--- config.mk ---
export PLATFORM = sky130hd
export DESIGN_NAME = multi_button_debouncer
export DESIGN_NICKNAME = d
export VERILOG_FILES = /design/src/rtl/core/mbd_pkg.sv /design/src/rtl/core/mbd_regs.sv /design/src/rtl/core/mbd_ctrl.sv /design/src/rtl/core/mbd_datapath.sv /design/src/rtl/core/multi_button_debouncer.sv
export SDC_FILE = /design/constraint.sdc
export NUM_CORES = 2
export LEC_CHECK = 0
export BUFFER_PORTS_ARGS = -buffer_cell sky130_fd_sc_hd__clkbuf_2
export CORE_MARGIN = 5
export CORE_UTILIZATION = 40
export DETAILED_ROUTE_END_ITERATION = 12
export SETUP_SLACK_MARGIN = 0.05
export SLEW_MARGIN = 40
export SYNTH_ARGS = -nofsm -noshare
export SYNTH_HDL_FRONTEND = slang
export SYNTH_SLANG_ARGS = --single-unit
--- constraint.sdc ---
create_clock -name clk -period 8 [get_ports clk]
set_input_delay 1.2 -clock clk [delete_from_list [all_inputs] [get_ports clk]]
set_output_delay 1.2 -clock clk [all_outputs]
set_load 0.005 [all_outputs]
--- src/rtl/core/mbd_pkg.sv ---
// ----------------------------------------------------------------------------
// mbd_pkg
// Shared types and constants for the multi-button debouncer.
// ----------------------------------------------------------------------------
`timescale 1ns / 1ps

package mbd_pkg;

    localparam int BUTTONS   = 16;
    localparam int IDX_W     = $clog2(BUTTONS);
    localparam int TIME_W    = 32;
    localparam int CNT_W     = 16;
    localparam int HIST_W    = 32;
    localparam int ADDR_W    = 4;
    localparam int IN_DATA_W  = 48;
    localparam int OUT_DATA_W = 72;

    localparam logic [HIST_W-1:0] HIST_ALL_ONES = 32'hFFFF_FFFF;

    // register indexes (paddr[3:2])
    localparam logic [1:0] REG_MIN_INTERVAL  = 2'd0;
    localparam logic [1:0] REG_HOLD_TICKS    = 2'd1;
    localparam logic [1:0] REG_SAMPLE_MASK   = 2'd2;
    localparam logic [1:0] REG_BUTTON_ENABLE = 2'd3;

    typedef struct packed {
        logic [CNT_W-1:0]   min_interval;
        logic [CNT_W-1:0]   hold_ticks;
        logic [HIST_W-1:0]  sample_mask;
        logic [BUTTONS-1:0] button_enable;
    } cfg_t;

    typedef struct packed {
        logic             load_in;
        logic             eval;
        logic             step;
        logic [IDX_W-1:0] idx;
        logic             load_out;
    } cmd_t;

    typedef struct packed {
        logic early;
    } status_t;

    typedef enum logic [3:0] {
        ST_IDLE  = 4'b0001,
        ST_CHECK = 4'b0010,
        ST_SCAN  = 4'b0100,
        ST_DONE  = 4'b1000
    } state_t;

endpackage

--- src/rtl/core/mbd_regs.sv ---
// ----------------------------------------------------------------------------
// mbd_regs
// APB configuration registers of the debouncer.
// ----------------------------------------------------------------------------
`timescale 1ns / 1ps

module mbd_regs (
    input  logic                       clk,
    input  logic                       rst_n,
    input  logic                       psel,
    input  logic                       penable,
    input  logic                       pwrite,
    input  logic [mbd_pkg::ADDR_W-1:0] paddr,
    input  logic [31:0]                pwdata,
    output logic [31:0]                prdata,
    output logic                       pready,
    output mbd_pkg::cfg_t              cfg
);
    import mbd_pkg::*;

    cfg_t cfg_reg;
    logic wr_en;
    logic [1:0] reg_idx;

    assign pready  = 1'b1;
    assign wr_en   = psel && penable && pwrite;
    assign reg_idx = paddr[3:2];
    assign cfg     = cfg_reg;

    always_ff @(posedge clk or negedge rst_n)
    begin
        if (!rst_n)
        begin
            cfg_reg.min_interval  <= '0;
            cfg_reg.hold_ticks    <= '0;
            cfg_reg.sample_mask   <= '0;
            cfg_reg.button_enable <= '1;
        end
        else if (wr_en)
        begin
            case (reg_idx)
                REG_MIN_INTERVAL:  cfg_reg.min_interval  <= pwdata[CNT_W-1:0];
                REG_HOLD_TICKS:    cfg_reg.hold_ticks    <= pwdata[CNT_W-1:0];
                REG_SAMPLE_MASK:   cfg_reg.sample_mask   <= pwdata[HIST_W-1:0];
                REG_BUTTON_ENABLE: cfg_reg.button_enable <= pwdata[BUTTONS-1:0];
                default:           cfg_reg.min_interval  <= cfg_reg.min_interval;
            endcase
        end
    end

    always_comb
    begin
        case (reg_idx)
            REG_MIN_INTERVAL:  prdata = {16'd0, cfg_reg.min_interval};
            REG_HOLD_TICKS:    prdata = {16'd0, cfg_reg.hold_ticks};
            REG_SAMPLE_MASK:   prdata = cfg_reg.sample_mask;
            REG_BUTTON_ENABLE: prdata = {16'd0, cfg_reg.button_enable};
            default:           prdata = '0;
        endcase
    end

endmodule

--- src/rtl/core/mbd_ctrl.sv ---
// ----------------------------------------------------------------------------
// mbd_ctrl
// Sequencer: accept a poll, check interval, scan buttons unless early, hand off result.
// ----------------------------------------------------------------------------
`timescale 1ns / 1ps

module mbd_ctrl (
    input  logic              clk,
    input  logic              rst_n,
    input  logic              s_tvalid,
    output logic              s_tready,
    output logic              m_tvalid,
    input  logic              m_tready,
    input  mbd_pkg::status_t  status,
    output mbd_pkg::cmd_t     cmd
);
    import mbd_pkg::*;

    state_t           state_reg, state_next;
    logic [IDX_W-1:0] idx_reg, idx_next;
    logic             valid_reg, valid_next;
    logic             out_free;

    assign s_tready = (state_reg == ST_IDLE);
    assign m_tvalid = valid_reg;
    assign out_free = !valid_reg || m_tready;

    always_comb
    begin
        state_next   = state_reg;
        idx_next     = idx_reg;
        valid_next   = valid_reg;
        cmd.load_in  = 1'b0;
        cmd.eval     = 1'b0;
        cmd.step     = 1'b0;
        cmd.idx      = idx_reg;
        cmd.load_out = 1'b0;

        if (valid_reg && m_tready)
            valid_next = 1'b0;

        case (state_reg)
            ST_IDLE:
            begin
                if (s_tvalid)
                begin
                    cmd.load_in = 1'b1;
                    state_next  = ST_CHECK;
                end
            end
            ST_CHECK:
            begin
                cmd.eval = 1'b1;
                idx_next = '0;
                state_next = status.early ? ST_DONE : ST_SCAN;
            end
            ST_SCAN:
            begin
                cmd.step = 1'b1;
                idx_next = idx_reg + IDX_W'(1);
                if (idx_reg == IDX_W'(BUTTONS - 1))
                    state_next = ST_DONE;
            end
            ST_DONE:
            begin
                if (out_free)
                begin
                    cmd.load_out = 1'b1;
                    valid_next   = 1'b1;
                    state_next   = ST_IDLE;
                end
            end
            default:
                state_next = ST_IDLE;
        endcase
    end

    always_ff @(posedge clk or negedge rst_n)
    begin
        if (!rst_n)
        begin
            state_reg <= ST_IDLE;
            idx_reg   <= '0;
            valid_reg <= 1'b0;
        end
        else
        begin
            state_reg <= state_next;
            idx_reg   <= idx_next;
            valid_reg <= valid_next;
        end
    end

endmodule

--- src/rtl/core/mbd_datapath.sv ---
// ----------------------------------------------------------------------------
// mbd_datapath
// Poll registers, per-button history and lockout, debounced state, result.
// ----------------------------------------------------------------------------
`timescale 1ns / 1ps

module mbd_datapath (
    input  logic                           clk,
    input  logic                           rst_n,
    input  mbd_pkg::cfg_t                  cfg,
    input  mbd_pkg::cmd_t                  cmd,
    output mbd_pkg::status_t               status,
    input  logic [mbd_pkg::IN_DATA_W-1:0]  s_tdata,
    output logic [mbd_pkg::OUT_DATA_W-1:0] m_tdata
);
    import mbd_pkg::*;

    logic [TIME_W-1:0]  now_reg;
    logic [BUTTONS-1:0] pins_reg;
    logic [TIME_W-1:0]  ticks_reg;
    logic [TIME_W-1:0]  last_reg;
    logic [BUTTONS-1:0] level_reg;
    logic [BUTTONS-1:0] held_reg;
    logic [BUTTONS-1:0] accum_reg;
    logic [BUTTONS-1:0] pressed_reg;
    logic [BUTTONS-1:0] released_reg;
    logic [BUTTONS-1:0] combo_reg;
    logic               acc_flag_reg;
    logic [HIST_W-1:0]  hist_reg [BUTTONS];
    logic [CNT_W-1:0]   lock_reg [BUTTONS];
    logic [OUT_DATA_W-1:0] out_reg;

    logic [TIME_W-1:0]  ticks;
    logic [CNT_W-1:0]   lk_cur;
    logic [CNT_W-1:0]   lk_dec;
    logic               en;
    logic               pin;
    logic [HIST_W-1:0]  hist_shift;
    logic [HIST_W-1:0]  hist_masked;
    logic               mask_zero;
    logic               lvl_ok;
    logic               new_level;
    logic               sampling;
    logic               change;
    logic [BUTTONS-1:0] bit_sel;
    logic [BUTTONS-1:0] held_cleared;

    assign ticks        = now_reg - last_reg;
    assign status.early = ticks < {16'd0, cfg.min_interval};

    assign lk_cur = lock_reg[cmd.idx];
    // lockout is 16 bits, so any elapsed time at or above 2^16 clears it
    assign lk_dec = ((ticks_reg[TIME_W-1:CNT_W] != '0) || (ticks_reg[CNT_W-1:0] >= lk_cur))
                    ? '0 : lk_cur - ticks_reg[CNT_W-1:0];

    assign en          = cfg.button_enable[cmd.idx];
    assign pin         = pins_reg[cmd.idx];
    assign hist_shift  = {hist_reg[cmd.idx][HIST_W-2:0], pin};
    assign hist_masked = hist_shift & cfg.sample_mask;
    assign mask_zero   = (cfg.sample_mask == '0);
    assign bit_sel     = BUTTONS'(1) << cmd.idx;
    assign held_cleared = held_reg & ~bit_sel;

    always_comb
    begin
        if (mask_zero)
        begin
            lvl_ok    = 1'b1;
            new_level = pin;
        end
        else if (hist_masked == '0)
        begin
            lvl_ok    = 1'b1;
            new_level = 1'b0;
        end
        else if (hist_masked == cfg.sample_mask)
        begin
            lvl_ok    = 1'b1;
            new_level = 1'b1;
        end
        else
        begin
            lvl_ok    = 1'b0;
            new_level = 1'b0;
        end
    end

    assign sampling = en && (lk_dec == '0);
    assign change   = sampling && lvl_ok && (new_level != level_reg[cmd.idx]);

    // poll capture, no reset needed
    always_ff @(posedge clk)
    begin
        if (cmd.load_in)
        begin
            now_reg  <= s_tdata[TIME_W-1:0];
            pins_reg <= s_tdata[TIME_W +: BUTTONS];
        end
        if (cmd.eval)
            ticks_reg <= ticks;
        if (cmd.load_out)
            out_reg <= {7'd0, held_reg, combo_reg, released_reg, pressed_reg, acc_flag_reg};
    end

    always_ff @(posedge clk or negedge rst_n)
    begin
        if (!rst_n)
        begin
            last_reg     <= '0;
            level_reg    <= '1;
            held_reg     <= '0;
            accum_reg    <= '0;
            pressed_reg  <= '0;
            released_reg <= '0;
            combo_reg    <= '0;
            acc_flag_reg <= 1'b0;
            for (int i = 0; i < BUTTONS; i++)
            begin
                hist_reg[i] <= HIST_ALL_ONES;
                lock_reg[i] <= '0;
            end
        end
        else if (cmd.eval)
        begin
            pressed_reg  <= '0;
            released_reg <= '0;
            combo_reg    <= '0;
            acc_flag_reg <= !status.early;
            if (!status.early)
                last_reg <= now_reg;
        end
        else if (cmd.step && en)
        begin
            lock_reg[cmd.idx] <= change ? cfg.hold_ticks : lk_dec;
            if (sampling && !mask_zero)
                hist_reg[cmd.idx] <= hist_shift;
            if (change)
            begin
                level_reg[cmd.idx] <= new_level;
                if (!new_level)
                begin
                    held_reg    <= held_reg | bit_sel;
                    pressed_reg <= pressed_reg | bit_sel;
                    accum_reg   <= accum_reg | bit_sel;
                end
                else
                begin
                    held_reg     <= held_cleared;
                    released_reg <= released_reg | bit_sel;
                    if (held_cleared == '0)
                    begin
                        combo_reg <= accum_reg;
                        accum_reg <= '0;
                    end
                end
            end
        end
    end

    assign m_tdata = out_reg;

endmodule

--- src/rtl/core/multi_button_debouncer.sv ---
// ----------------------------------------------------------------------------
// multi_button_debouncer
// Sixteen-button debouncer with history filter, lockout and combo report.
// ----------------------------------------------------------------------------
// Usage:
//   Slave stream: one item per poll, a timestamp and the raw active-low pin
//   levels. Master stream: one result item per poll (accepted flag, newly
//   pressed, newly released, combo and held masks).
//   APB port: min_interval at 0x0, hold_ticks at 0x4, sample_mask at 0x8,
//   button_enable at 0xC; write only while no poll is in flight.
// Timing:
//   After a poll is taken the sequencer checks the interval, the button
//   scan visits one button per cycle, and DONE loads the output register;
//   an early poll skips the scan. One shared per-button update unit serves
//   all buttons, so no new poll is taken before the last is in the output
//   register. s_tready is high only while the sequencer is idle.
// Reset: configuration returns to its defaults, histories to all ones,
//   lockouts and held/combo state to zero, no result pending.
// Stall: a result waits in the output register; the next poll is taken and
//   processed meanwhile, and only its hand-off waits for m_tready.
// ----------------------------------------------------------------------------
`timescale 1ns / 1ps

module multi_button_debouncer (
    input  logic                           clk,
    input  logic                           rst_n,
    input  logic                           s_tvalid,
    output logic                           s_tready,
    // [31:0] now_time, [47:32] pin_levels
    input  logic [mbd_pkg::IN_DATA_W-1:0]  s_tdata,
    output logic                           m_tvalid,
    input  logic                           m_tready,
    // [0] accepted, [16:1] pressed_mask, [32:17] released_mask,
    // [48:33] combo_mask, [64:49] held_mask, [71:65] zero
    output logic [mbd_pkg::OUT_DATA_W-1:0] m_tdata,
    input  logic                           psel,
    input  logic                           penable,
    input  logic                           pwrite,
    input  logic [mbd_pkg::ADDR_W-1:0]     paddr,
    input  logic [31:0]                    pwdata,
    output logic [31:0]                    prdata,
    output logic                           pready
);
    import mbd_pkg::*;

    cfg_t    cfg;
    cmd_t    cmd;
    status_t status;

    mbd_regs u_regs (
        .clk     (clk),
        .rst_n   (rst_n),
        .psel    (psel),
        .penable (penable),
        .pwrite  (pwrite),
        .paddr   (paddr),
        .pwdata  (pwdata),
        .prdata  (prdata),
        .pready  (pready),
        .cfg     (cfg)
    );

    mbd_ctrl u_ctrl (
        .clk      (clk),
        .rst_n    (rst_n),
        .s_tvalid (s_tvalid),
        .s_tready (s_tready),
        .m_tvalid (m_tvalid),
        .m_tready (m_tready),
        .status   (status),
        .cmd      (cmd)
    );

    mbd_datapath u_dp (
        .clk     (clk),
        .rst_n   (rst_n),
        .cfg     (cfg),
        .cmd     (cmd),
        .status  (status),
        .s_tdata (s_tdata),
        .m_tdata (m_tdata)
    );

endmodule

==> impl_metrics.ini <==
[pwr]
p_int_w = 0.0117
power.ir.vdd_worst_uv = 343
combinational_cell_fraction_of_total_power_pct = 33.3
leakagePower_nw = 25.6
power_switching_share_pct = 37.3
seqPwrFrac_pct = 35.7
net-switching-power_w = 0.00694
clock_power_share_pct = 31.0
power_density_mw_per_mm2 = 294

[route]
postRouteWirelength_mm = 166
drt_pass1_iterations = 7
drt-initial-drc-count = 3500
drc = 0
wire_per_inst_um = 25.4
route.detailed.vias_per_inst = 5.80
routed-via-count = 37900
drt.antenna.violating_nets = 0

[synthesis]
post_synth.cell_area_avg_um2 = 12.6
synth-edff-count = 145
count_leader_synth = sky130_fd_sc_hd__mux2_2
synth_flop_cell = sky130_fd_sc_hd__dfstp_2
synthArstFlopShare_pct = 87.0
synthesis.yosys.warnings = 0
area_share_of_the_largest_cell_type_after_synthesis_pct = 24.9
post_synth_num_cell_types = 102
synthTopCellsByCount = sky130_fd_sc_hd__mux2_2, sky130_fd_sc_hd__dfstp_2, sky130_fd_sc_hd__dfrtp_1, sky130_fd_sc_hd__nand2_1, sky130_fd_sc_hd__o21ai_0
ys_seq_elements = 1115
syn-instance-count = 4450
mappedNetlistArea_mm2 = 0.0559
synth-seq-area-share_pct = 52.4
synth_top_area_cell = sky130_fd_sc_hd__dfstp_2
ys_top_cells_by_area = sky130_fd_sc_hd__dfstp_2, sky130_fd_sc_hd__dfrtp_1, sky130_fd_sc_hd__mux2_2

[worst_hold_path]
worstHoldStart = u_dp.pressed_reg[8]
min_path_type = flop to flop
hold_end = u_dp.m_tdata[9]
min_delay_path_depth = 0

[placement]
final_wtd_congestion = 0.957
dpl-instance-area_mm2 = 0.0590
numPortBuffers = 187
placed_wire_length_estimate_mm = 110

[layout]
final_util_pct = 45.4
finish.net_count = 4714
postLayoutCellArea_mm2 = 0.0632
syn_to_final_growth_pct = 13.1
largest_register_ffs = 496
post_route_cells_drive_above_1_share_pct = 42.9

[clock_network]
cts.repair_timing.setup_buffer_count = 0
tritoncts = done
cts_inserted_buffers = 119
clock_tree_root_driver_cell = sky130_fd_sc_hd__clkbuf_16
cts_buffer_depth = 3
postCtsHoldBufs = 0
clock_tree.htree_level_count = 3
cts_sinks = 1115
cts.reportedPaths.clkPinSlew_ns = 0.06
clk_latency_ns = 0.76
post_cts.resized_instances = 0

[status]
status = finished clean

[critical_path]
rrSetupSlack_ns = 0.88
rr_startpoint = u_ctrl.idx_reg[0]
setup.worst_path.end_class = flop
worst-setup-path-type = flop to flop
worstReg2RegEnd = u_dp.hist_reg[111]
cp_max_fo = 30
worst_setup_path_start_kind = flop
worst_r2r_path_depth = 17
endpoint_required_time_on_the_critical_path_ns = 8.64
timing.critical_path.arrival_ns = 7.76

[timing]
setup_viol = 0
finalCriticalPeriod_ns = 7.12
fin_tns_setup_ns = 0
final_period_utilization_pct = 89.0
slew-limit-headroom_pct = 44.0
rsz_0062_raised_after_global_routing = no
slew_violations = 0
max_freq_mhz = 140
fin_hold_ws_ns = 0.443
clock_skew_ns = 0.0521
report.final.hold_viol_count = 0
max_slew.worst_pin.slew_ns = 0.839

[floorplan]
placementRows = 137
io-pin-count = 198
die_h_um = 384
design.core.area_mm2 = 0.139
dieArea_mm2 = 0.147
die-width_um = 384
initial_core_util_pct = 40.2

[grt]
grt.met3_usage_pct = 5.53
global_route.peak_usage_layer = met2
antenna_found_initial = 9
grt_first_pass_wirelength_mm = 249
grt_pass1_vias = 37800
groute.usage.overall_pct = 22.2
grt.met2_usage_pct = 34.7
grt_max_degree = 141
globalRouteOverflowTotal = 0
gr-usage-met1_pct = 30.1

[run]
max_cap_violations = 0
-- layout make-up --
class,count,area [um^2]
Antenna cell,3,7.51
Clock buffer,175,3470
Clock inverter,51,682
Fill cell,12700,75900
Inverter,164,621
Multi-Input combinational cell,2833,24600
Sequential cell,1115,29300
Tap cell,1876,2350
Timing Repair Buffer,320,2190
-- critical path, stage by stage, from the launching register on --
cell	delay, ns
sky130_fd_sc_hd__dfrtp_4	0.85
sky130_fd_sc_hd__mux4_2	0.60
sky130_fd_sc_hd__mux4_2	0.58
sky130_fd_sc_hd__inv_1	0.10
sky130_fd_sc_hd__ha_1	0.15
sky130_fd_sc_hd__inv_1	0.06
sky130_fd_sc_hd__fa_1	0.45
sky130_fd_sc_hd__a211oi_1	0.37
sky130_fd_sc_hd__o21ai_0	0.26
sky130_fd_sc_hd__a31o_2	0.30
sky130_fd_sc_hd__a21oi_1	0.16
sky130_fd_sc_hd__xor2_1	0.32
sky130_fd_sc_hd__nand4_1	0.29
sky130_fd_sc_hd__o31ai_4	0.59
sky130_fd_sc_hd__nand3_4	0.38
sky130_fd_sc_hd__nor2_4	0.80
sky130_fd_sc_hd__buf_4	0.32
sky130_fd_sc_hd__mux2_2	0.35
-- cells by family after synthesis --
family / count (synthesis) / synth area share (%)
XOR/XNOR: 32 / 0.501
multiplexers: 981 / 23.8
AO/OA/AOI/OAI: 893 / 10.6
buffers and inverters: 508 / 4.15
flip-flops: 1115 / 52.4
adder cells (fa/ha/maj): 70 / 1.59
other: 2 / 0.0134
AND/OR/NAND/NOR: 849 / 7.03
-- power groups by stage --
stage	logic, W	clock network (W)	registers, W
2_1_floorplan	0.00429	0	0.00649
3_3_place_gp	0.00601	0	0.00672
3_5_place_dp	0.00612	0	0.00673
4_1_cts	0.00615	0.00590	0.00664
5_1_grt	0.00670	0.00615	0.00668
6_report	0.00619	0.00577	0.00665
-- stage by stage --
stage | total power, W | instances | setup slack [ns]
after global routing | 0.0195 | 6535 | 0.525
after CTS | 0.0187 | 6533 | 0.938
after floorplan | 0.0108 | 4456 | 0.906
after detailed placement | 0.0129 | 6307 | 1.00
final | 0.0186 | 6537 | 0.878
after global placement | 0.0127 | 6305 | 1.04
-- routing by layer --
metal | wire, um | share of wire [%] | up-vias
met2 | 75500 | 46 | 1263
met1 | 71100 | 43 | 19600
met3 | 12400 | 7.5 | 343
li1 | - | - | 16700
met5 | 58 | 0.035 | -
met4 | 6680 | 4.0 | 8
-- layout by cell type (no fill, tap or decap), drive strengths merged, types with 20 or more instances in the layout --
cell type    n
ha          68
inv        165
mux2i      121
a31oi       69
mux2       649
o31ai       66
a21o        64
clkinv      35
nand4       23
buf        134
nand3      110
and2        39
o21ai      316
nor4        20
dfrtp      441
a22oi       36
clkbuf     361
o22ai       53
nor2       121
edfxtp     145
a21oi       99
nand2      395
dfstp      529
mux4       211
nor3        62
-- worst max path at each step --
| stage | cells past startpoint | startpoint | endpoint | slack (ns) |
|---|---|---|---|---|
| final | 17 | u_ctrl.idx_reg[0] | u_dp.hist_reg[111] | 0.88 |
| after global placement | 15 | u_ctrl.idx_reg[0] | u_dp.hist_reg[110] | 1.04 |
| after detailed placement | 15 | u_ctrl.idx_reg[0] | u_dp.pressed_reg[3] | 1.00 |
| after CTS | 15 | u_ctrl.idx_reg[0] | u_dp.hist_reg[111] | 0.94 |
| after global routing | 16 | u_ctrl.idx_reg[0] | u_dp.hist_reg[336] | 0.52 |
| after floorplan | 23 | u_ctrl.idx_reg[0] | u_dp.hist_reg[84] | 0.91 |
Note: power is estimated with default switching activity, not from simulation.
